$ cat src/sv/pp_pkg.sv
`timescale 1ns / 1ps

package pp_pkg;

    localparam int MAX_TERMS   = 16;

    localparam int COEFF_IN_W  = 16;
    localparam int COEFF_OUT_W = 36;
    localparam int DEGREE_W    = 5;

    // store index, store fill count, product degree index
    localparam int IDX_W = $clog2(MAX_TERMS);
    localparam int CNT_W = $clog2(MAX_TERMS + 1);
    localparam int K_W   = $clog2(2 * MAX_TERMS - 1);

    localparam int PROD_W = 2 * COEFF_IN_W;
    localparam int ACC_W  = PROD_W + $clog2(MAX_TERMS);
    localparam int WIDE_W = (ACC_W > COEFF_OUT_W) ? ACC_W : COEFF_OUT_W;

    localparam logic signed [WIDE_W-1:0] SAT_MAX =
        {{(WIDE_W - COEFF_OUT_W + 1){1'b0}}, {(COEFF_OUT_W - 1){1'b1}}};
    localparam logic signed [WIDE_W-1:0] SAT_MIN =
        {{(WIDE_W - COEFF_OUT_W + 1){1'b1}}, {(COEFF_OUT_W - 1){1'b0}}};

    localparam logic KIND_FIRST  = 1'b0;
    localparam logic KIND_SECOND = 1'b1;

    typedef struct packed {
        logic                          kind;
        logic signed [COEFF_IN_W-1:0]  coeff_in;
        logic                          end_of_poly;
    } coeff_t;

    typedef struct packed {
        logic signed [COEFF_OUT_W-1:0] coeff_out;
        logic [DEGREE_W-1:0]           degree;
        logic                          final_res;
        logic                          truncated;
    } prod_t;

endpackage

$ cat src/sv/polynomial_product.sv
`timescale 1ns / 1ps

// channel | direction | valid       | stall       | payload
// coeff   | in        | coeff_valid | coeff_stall | coeff (pp_pkg::coeff_t)
// prod    | out       | prod_valid  | prod_stall  | prod  (pp_pkg::prod_t)
//
// Loading stores one coefficient per cycle into two 16-entry synchronous RAMs.
// After the closing coefficient, product coefficient k passes through setup,
// one RAM read pair per term, a pipeline drain and the output state.
// coeff_stall stays high from the closing transaction until the last product
// transaction; a stalled output holds the sequencer.
// Reset clears counts, flags and control; RAM contents are not reset.

module polynomial_product (
    input  logic            clk,
    input  logic            rst_n,
    input  logic            coeff_valid,
    output logic            coeff_stall,
    input  pp_pkg::coeff_t  coeff,
    output logic            prod_valid,
    input  logic            prod_stall,
    output pp_pkg::prod_t   prod
);

    localparam logic [2:0] ST_LOAD  = 3'd0;
    localparam logic [2:0] ST_SETUP = 3'd1;
    localparam logic [2:0] ST_RUN   = 3'd2;
    localparam logic [2:0] ST_DRAIN = 3'd3;
    localparam logic [2:0] ST_OUT   = 3'd4;

    logic [2:0] state_reg, state_next;

    logic [pp_pkg::CNT_W-1:0] first_cnt_reg, first_cnt_next;
    logic [pp_pkg::CNT_W-1:0] second_cnt_reg, second_cnt_next;
    logic                     ovf_reg, ovf_next;

    logic [pp_pkg::CNT_W-1:0] n1_reg, n1_next;
    logic [pp_pkg::CNT_W-1:0] n2_reg, n2_next;
    logic                     zero_first_reg, zero_first_next;
    logic                     trunc_reg, trunc_next;
    logic [pp_pkg::K_W-1:0]   k_reg, k_next;
    logic [pp_pkg::K_W-1:0]   k_last_reg, k_last_next;
    logic [pp_pkg::IDX_W-1:0] i_reg, i_next;
    logic [pp_pkg::IDX_W-1:0] i_hi_reg, i_hi_next;

    logic s1_reg, s2_reg;

    logic signed [pp_pkg::COEFF_IN_W-1:0] mem_a [pp_pkg::MAX_TERMS];
    logic signed [pp_pkg::COEFF_IN_W-1:0] mem_b [pp_pkg::MAX_TERMS];
    logic signed [pp_pkg::COEFF_IN_W-1:0] rd_a_reg, rd_b_reg;

    logic signed [pp_pkg::COEFF_IN_W-1:0] op_a;
    logic signed [pp_pkg::PROD_W-1:0]     prod_reg;
    logic signed [pp_pkg::ACC_W-1:0]      acc_reg;
    logic signed [pp_pkg::WIDE_W-1:0]     acc_wide;
    logic signed [pp_pkg::COEFF_OUT_W-1:0] sat_val;

    logic                     out_valid_reg;
    pp_pkg::prod_t            out_reg;

    logic                     accept;
    logic                     out_take;
    logic                     wr_a, wr_b;
    logic                     first_full, second_full;
    logic [pp_pkg::IDX_W-1:0] rd_addr_a, rd_addr_b;
    logic [pp_pkg::CNT_W-1:0] n2_close;
    logic [pp_pkg::CNT_W-1:0] n1_close;
    logic [pp_pkg::K_W:0]     k_ext, n2_ext, n1m1, lo, hi;

    assign coeff_stall = (state_reg != ST_LOAD);
    assign accept      = coeff_valid && !coeff_stall;
    assign prod_valid  = out_valid_reg;
    assign prod        = out_reg;
    assign out_take    = out_valid_reg && !prod_stall;

    assign first_full  = (first_cnt_reg >= pp_pkg::CNT_W'(pp_pkg::MAX_TERMS));
    assign second_full = (second_cnt_reg >= pp_pkg::CNT_W'(pp_pkg::MAX_TERMS));
    assign wr_a = accept && (coeff.kind == pp_pkg::KIND_FIRST) && !first_full;
    assign wr_b = accept && (coeff.kind == pp_pkg::KIND_SECOND) && !second_full;

    // term range of degree k: max(0, k-n2+1) .. min(k, n1-1)
    assign k_ext  = {1'b0, k_reg};
    assign n2_ext = (pp_pkg::K_W + 1)'(n2_reg);
    assign n1m1   = (pp_pkg::K_W + 1)'(n1_reg) - 1'b1;
    assign lo     = (k_ext >= n2_ext) ? (k_ext - n2_ext + 1'b1) : '0;
    assign hi     = (k_ext < n1m1) ? k_ext : n1m1;

    assign rd_addr_a = i_reg;
    assign rd_addr_b = pp_pkg::IDX_W'(k_reg - pp_pkg::K_W'(i_reg));

    assign n2_close = second_full ? second_cnt_reg : second_cnt_reg + 1'b1;
    assign n1_close = (first_cnt_reg == '0) ? pp_pkg::CNT_W'(1) : first_cnt_reg;

    // an empty first list stands for the single coefficient zero
    assign op_a = zero_first_reg ? '0 : rd_a_reg;

    assign acc_wide = pp_pkg::WIDE_W'(acc_reg);
    always_comb
    begin
        if (acc_wide > pp_pkg::SAT_MAX)
            sat_val = pp_pkg::COEFF_OUT_W'(pp_pkg::SAT_MAX);
        else if (acc_wide < pp_pkg::SAT_MIN)
            sat_val = pp_pkg::COEFF_OUT_W'(pp_pkg::SAT_MIN);
        else
            sat_val = pp_pkg::COEFF_OUT_W'(acc_wide);
    end

    // coefficient stores; the closing write lands before the first read
    always_ff @(posedge clk)
    begin
        if (wr_a)
            mem_a[first_cnt_reg[pp_pkg::IDX_W-1:0]] <= coeff.coeff_in;
        if (wr_b)
            mem_b[second_cnt_reg[pp_pkg::IDX_W-1:0]] <= coeff.coeff_in;
        rd_a_reg <= mem_a[rd_addr_a];
        rd_b_reg <= mem_b[rd_addr_b];
    end

    always_comb
    begin
        state_next      = state_reg;
        first_cnt_next  = first_cnt_reg;
        second_cnt_next = second_cnt_reg;
        ovf_next        = ovf_reg;
        n1_next         = n1_reg;
        n2_next         = n2_reg;
        zero_first_next = zero_first_reg;
        trunc_next      = trunc_reg;
        k_next          = k_reg;
        k_last_next     = k_last_reg;
        i_next          = i_reg;
        i_hi_next       = i_hi_reg;

        case (state_reg)
            ST_LOAD:
            begin
                if (accept)
                begin
                    if (coeff.kind == pp_pkg::KIND_FIRST)
                    begin
                        if (first_full)
                            ovf_next = 1'b1;
                        else
                            first_cnt_next = first_cnt_reg + 1'b1;
                    end
                    else
                    begin
                        if (second_full)
                            ovf_next = 1'b1;
                        else
                            second_cnt_next = second_cnt_reg + 1'b1;
                        if (coeff.end_of_poly)
                        begin
                            n1_next         = n1_close;
                            n2_next         = n2_close;
                            zero_first_next = (first_cnt_reg == '0);
                            trunc_next      = ovf_reg || second_full;
                            k_next          = '0;
                            k_last_next     = pp_pkg::K_W'(
                                (pp_pkg::CNT_W + 1)'(n1_close)
                                + (pp_pkg::CNT_W + 1)'(n2_close) - 2'd2);
                            state_next      = ST_SETUP;
                        end
                    end
                end
            end
            ST_SETUP:
            begin
                i_next     = pp_pkg::IDX_W'(lo);
                i_hi_next  = pp_pkg::IDX_W'(hi);
                state_next = ST_RUN;
            end
            ST_RUN:
            begin
                if (i_reg == i_hi_reg)
                    state_next = ST_DRAIN;
                else
                    i_next = i_reg + 1'b1;
            end
            ST_DRAIN:
            begin
                if (!s1_reg && !s2_reg)
                    state_next = ST_OUT;
            end
            ST_OUT:
            begin
                if (out_take)
                begin
                    if (k_reg == k_last_reg)
                    begin
                        first_cnt_next  = '0;
                        second_cnt_next = '0;
                        ovf_next        = 1'b0;
                        state_next      = ST_LOAD;
                    end
                    else
                    begin
                        k_next     = k_reg + 1'b1;
                        state_next = ST_SETUP;
                    end
                end
            end
            default:
            begin
                state_next = ST_LOAD;
            end
        endcase
    end

    always_ff @(posedge clk or negedge rst_n)
    begin
        if (!rst_n)
        begin
            state_reg      <= ST_LOAD;
            first_cnt_reg  <= '0;
            second_cnt_reg <= '0;
            ovf_reg        <= 1'b0;
            s1_reg         <= 1'b0;
            s2_reg         <= 1'b0;
            out_valid_reg  <= 1'b0;
        end
        else
        begin
            state_reg      <= state_next;
            first_cnt_reg  <= first_cnt_next;
            second_cnt_reg <= second_cnt_next;
            ovf_reg        <= ovf_next;
            s1_reg         <= (state_reg == ST_RUN);
            s2_reg         <= s1_reg;
            if (state_reg == ST_DRAIN && !s1_reg && !s2_reg)
                out_valid_reg <= 1'b1;
            else if (out_take)
                out_valid_reg <= 1'b0;
        end
    end

    always_ff @(posedge clk)
    begin
        n1_reg         <= n1_next;
        n2_reg         <= n2_next;
        zero_first_reg <= zero_first_next;
        trunc_reg      <= trunc_next;
        k_reg          <= k_next;
        k_last_reg     <= k_last_next;
        i_reg          <= i_next;
        i_hi_reg       <= i_hi_next;

        prod_reg <= op_a * rd_b_reg;

        // clear on each new degree, then add every product that arrives
        if (state_reg == ST_SETUP)
            acc_reg <= '0;
        else if (s2_reg)
            acc_reg <= acc_reg + pp_pkg::ACC_W'(prod_reg);

        if (state_reg == ST_DRAIN && !s1_reg && !s2_reg)
        begin
            out_reg.coeff_out <= sat_val;
            out_reg.degree    <= pp_pkg::DEGREE_W'(k_reg);
            out_reg.final_res <= (k_reg == k_last_reg);
            out_reg.truncated <= trunc_reg;
        end
    end

endmodule
$ cat config.mk
export PLATFORM = sky130hd
export DESIGN_NAME = polynomial_product
export DESIGN_NICKNAME = d
export VERILOG_FILES = /design/src/sv/pp_pkg.sv /design/src/sv/polynomial_product.sv
export SDC_FILE = /design/constraint.sdc
export NUM_CORES = 2
export LEC_CHECK = 0
export BUFFER_PORTS_ARGS = -buffer_cell sky130_fd_sc_hd__clkbuf_2
export CAP_MARGIN = 40
export CORE_MARGIN = 5
export CORE_UTILIZATION = 40
export DETAILED_ROUTE_END_ITERATION = 8
export GPL_ROUTABILITY_DRIVEN = 0
export REMOVE_ABC_BUFFERS = 1
export SLEW_MARGIN = 25
export SYNTH_ARGS = -nofsm -noshare
export SYNTH_HDL_FRONTEND = slang
export SYNTH_SLANG_ARGS = --single-unit
export TNS_END_PERCENT = 100
$ cat constraint.sdc
create_clock -name clk -period 11.2 [get_ports clk]
set_clock_uncertainty 0.05 [all_clocks]
set_input_delay 2.24 -clock clk [delete_from_list [all_inputs] [get_ports clk]]
set_output_delay 2.24 -clock clk [all_outputs]
set_load 0.1 [all_outputs]
**Word level (Yosys, flattened, before mapping)**

Memory sizes are Yosys's and may differ from the RTL's. A register that Yosys moved wholly into a read port is not among the register bits.
Index checks and enable logic that the tools add are counted.

- Flip-flop bits (word level): 158
- Bits of input ports: 22
- Bits in writable memories: 512
- Bits in read-only memories: 0
- Latch bits: 0
- Word-level logic and storage cells: 134
- Memories: 2

Memory list:

| memory | depth | width | rd ports | clocked after memory_dff | write ports | line | source |
|---|---|---|---|---|---|---|---|
| mem_a | 16 | 16 | 1 | 1 | 1 | polynomial_product.sv:48 | `logic signed [pp_pkg::COEFF_IN_W-1:0] mem_a [pp_pkg::MAX_TERMS];` |
| mem_b | 16 | 16 | 1 | 1 | 1 | polynomial_product.sv:49 | `logic signed [pp_pkg::COEFF_IN_W-1:0] mem_b [pp_pkg::MAX_TERMS];` |

- Bitwise gates (word level): 1
- Shift-type cells: 0
- Add/subtract/negate cells: 11
- Reductions and logical operators: 29
- Div/mod/pow operators: 0
- Multiply operators: 1
- $lt $le $gt $ge: 6
- Eq/ne operators: 19
- Multiplexer cells: 44

Operators with widths:

| operator | number |
|---|---|
| 5-bit two-way mux | 14 |
| 36-bit by 32-bit adder with 36-bit output | 1 |
| 36-bit greater-than comparator (second input constant) | 1 |
| 36-bit less-than comparator (second input constant) | 1 |
| 36-bit two-way mux | 1 |
| 16-bit by 16-bit multiplier with 32-bit output | 1 |
| 5-bit one-hot mux with 2 select lines | 3 |
| 6-bit AND reduction | 4 |
| 2-bit != test (second input constant) | 11 |
| 3-bit two-way mux | 6 |
| 16-bit two-way mux | 1 |
| 5-bit by 1-bit adder with 5-bit output (second input constant) | 3 |
| 3-bit one-hot mux with 5 select lines | 1 |
| 1-bit two-way mux | 13 |
| 4-bit two-way mux | 3 |
| 5-bit greater-or-equal comparator (second input constant) | 2 |
| 1-bit logical AND | 9 |
| 4-bit by 1-bit adder with 4-bit output (second input constant) | 2 |
| 4-bit one-hot mux with 2 select lines | 1 |
| 4-bit subtractor | 2 |
| 3-bit by 2-bit equality test with 1-bit output (second input constant) | 2 |
| 1-bit logical NOT | 6 |
| 5-bit by 6-bit less-than comparator with 1-bit output | 1 |
| 3-bit != test (second input constant) | 2 |
| other kinds (18) | 20 |

**Depth between registers and ports, before layout**

- Word-level depth: 7
- Depth in mapped cells: 25
- Depth with buffers taken out: 23

**Worst setup path after synthesis**

Ideal clock, no wire load.

- Path kind: register to register
- Start point: reg zero_first_reg
- End point: reg prod_reg[30] (netlist name)
- Cell stages (with the launch flop): 24
- Arrival time: 6.339 ns
- Path buffers: 2
- Data required time: 11.030 ns
- Setup time: 0.120 ns
- Path slack: 4.691 ns
- Clock period less this slack: 6.509 ns
- Cells stage by stage: edfxtp_1 clkbuf_1 nor2b_1 clkbuf_1 nand2_1 fa_1 fa_1 fa_1 inv_1 fa_1 fa_1 inv_1 fa_1 inv_1 ha_1 and4_1 o211ai_1 o211ai_2 nor4b_2 o31ai_2 a41oi_1 a21oi_1 nor4_1 a211o_1

- Longest elaborated chain between the ends: 2

RTL lines:

| element | line | source |
|---|---|---|
| from (decl) | polynomial_product.sv:39 | `logic zero_first_reg, zero_first_next;` |
| from (signal assigned) | polynomial_product.sv:241 | `zero_first_reg <= zero_first_next;` |
| 16-bit two-way mux | polynomial_product.sv:95 | `assign op_a = zero_first_reg ? '0 : rd_a_reg;` |
| 16-bit by 16-bit multiplier with 32-bit output | polynomial_product.sv:248 | `prod_reg <= op_a * rd_b_reg;` |
| to (signal assigned) | polynomial_product.sv:248 |  |
| to (decl) | polynomial_product.sv:53 | `logic signed [pp_pkg::PROD_W-1:0] prod_reg;` |

Every way passes these cells.
A chain may end at the register's enable or synchronous reset.

**Worst setup path after layout**

Same ends and word-level chain as after synthesis.

==> metrics.cfg <==
[timing]
fmax_ghz=0.138
period_needed_ns=7.23
final.setup.tns_ns=0
worst_slew_pin_slew_ns=0.820
rsz0062_at_grt=false
maxSlewHeadroom=0.451
fin_hold_ws_ns=0.382
setup_viol=0
hold_viol=0
fin_crit_sh=0.645
slew_viol_final=0

[global_route]
grt_max_degree=49
antenna_found_initial=0
grt_first_pass_wirelength_um=132000
overflow=0
track_usage=0.163
grt_pass1_vias=23000

[route]
vias=21077
drt_iter0_markers=1419
routed_wl_um=82300
routedWlPerCell_um=20.0
first_pass_iters=5
avgViaCountPerCell=5.13
ant_nets=0
drc=0

[logic_synthesis]
yosys_register_bits=702
synthTopCellsByArea=edfxtp_1 (46%), fa_1 (14%), mux4_2 (8.5%)
synth_edf_count=585
syn_avg_cell_area_um2=14.1
ys_warn_count=0
synthDistinctLibCells=80
yosysTopAreaCell=edfxtp_1
synth_cells=2708
async_reset_ff_frac=0.0242
netlist_area_um2=38100
synth_top_area_frac=0.461
synth_flop_cell=edfxtp_1
yosysSeqAreaShare=0.524

[clocking]
tritoncts=built
insertion_delay_ns=0.64
numClockSinks=702
cts.htree.levels=3
cts_resized=0
postCtsHoldBufs=0
cts.path.max_buffers=3
clkTransAtPathRegs_ns=0.06
post_cts_buffers=0
cts_buffers=77
ctsRootBufferMaster=clkbuf_16

[floorplan]
io_pins=67
chipHeight_um=319
initial_core_util=0.402
die_width_um=319
core_um2=94900
die_area_um2=102000
rows=113

[min_path]
hold_class=register to register
worstHoldStart=trunc_reg
worstHoldEndpoint=prod[0]
holdPathStages=0

[worst_setup_path]
endpoint_kind=register
start_kind=register
worstPathArrival_ns=7.70
r2r_slack_ns=3.97
r2r_start=zero_first_reg
path_max_fanout=16
worstSetupPathType=register to register
r2r_end=prod_reg[30]
required_ns=11.68
reg2reg_depth=22

[finish]
final_common_cell=edfxtp_1
fin_nets=3222
area.growth.synth_to_final_pct=12.0
final_cell_mix=edfxtp_1 (585), inv_1 (337), fa_1 (266), nand2_1 (179), ha_1 (148)
layout-drive-gt1-share=0.156

[flow_run]
maxCapViolations=0

[place]
io_buffer_count=66
dp_hpwl_um=55900

[outcome]
outcome=complete, no violations

-- cells in the mapped netlist, types with 55 or more instances --
cell,n
xnor2_1,55
clkbuf_1,112
edfxtp_1,585
nand2_1,179
fa_1,267
dfxtp_1,100
o21ai_0,56
inv_1,337
and2_1,128
ha_1,149
nor2_1,108
mux4_2,144
a21oi_1,83
-- cell type report --
cell class                 instances  area [um^2]
antenna                            1         2.50
clock buffer                      93         2070
clock inverter                    48          452
fill                            8267        52100
inverter                         338         1270
multi-input combinational       1536        16500
sequential                       702        20000
tap                             1265         1580
timing repair buffer             129          881
-- metrics by stage --
| step | util | cells | cell area, um^2 | setup slack [ns] |
|---|---|---|---|---|
| 6_report | 0.450 | 4112 | 42700 | 3.97 |
| 3_5_place_dp | 0.423 | 3968 | 40100 | 4.00 |
| 5_1_grt | 0.450 | 4111 | 42700 | 3.64 |
| 3_3_place_gp | 0.422 | 3960 | 40000 | 3.92 |
| 4_1_cts | 0.450 | 4109 | 42700 | 3.98 |
| 2_1_floorplan | - | 2576 | 37600 | 4.64 |
-- logic make-up (layout without fill, tap and decap cells) --
| logic type | Yosys count | count (layout) | synth area share |
|---|---|---|---|
| multiplexers | 189 | 189 | 0.0969 |
| AND/OR/NAND/NOR | 568 | 568 | 0.0746 |
| flip-flops | 702 | 702 | 0.524 |
| buffers and inverters | 470 | 608 | 0.0467 |
| adder cells (fa/ha/maj) | 416 | 416 | 0.189 |
| AO/OA/AOI/OAI | 277 | 277 | 0.0488 |
| XOR/XNOR | 86 | 86 | 0.0197 |
| other | 0 | 1 | 0 |
-- routing by layer --
layer	GRT usage	share of wire	up-vias
met4	0.0433	0.024	0
met2	0.282	0.50	520
li1	-	-	9638
met3	0.0259	0.044	146
met5	0	0	-
met1	0.217	0.43	10773
-- worst max-delay path, stage by stage, from the launching register on --
cell and delay, ns:
edfxtp_1 0.65, nor2b_2 0.74, and2_1 0.24, fa_1 0.41
inv_1 0.08, fa_1 0.44, fa_1 0.53, inv_1 0.06
fa_1 0.49, fa_1 0.49, inv_1 0.05, fa_1 0.47
inv_1 0.04, ha_1 0.37, and4_1 0.27, o211ai_1 0.12
o211ai_2 0.29, nor4b_2 0.12, o31ai_2 0.42, a41oi_1 0.19
a21oi_1 0.25, nor4_1 0.08, a211o_1 0.24
-- worst max path at each step --
stage	startpoint	endpoint	depth (start not counted)
global route	zero_first_reg	prod_reg[30]	22
finish	zero_first_reg	prod_reg[30]	22
CTS	zero_first_reg	prod_reg[30]	22
detailed placement	zero_first_reg	prod_reg[30]	22
floorplan	i_reg[0]	rd_b_reg[0]	5
global placement	zero_first_reg	prod_reg[30]	22
Power is not shown: default switching activity piles up to over one toggle a cycle in this logic, so the estimate is an artifact.
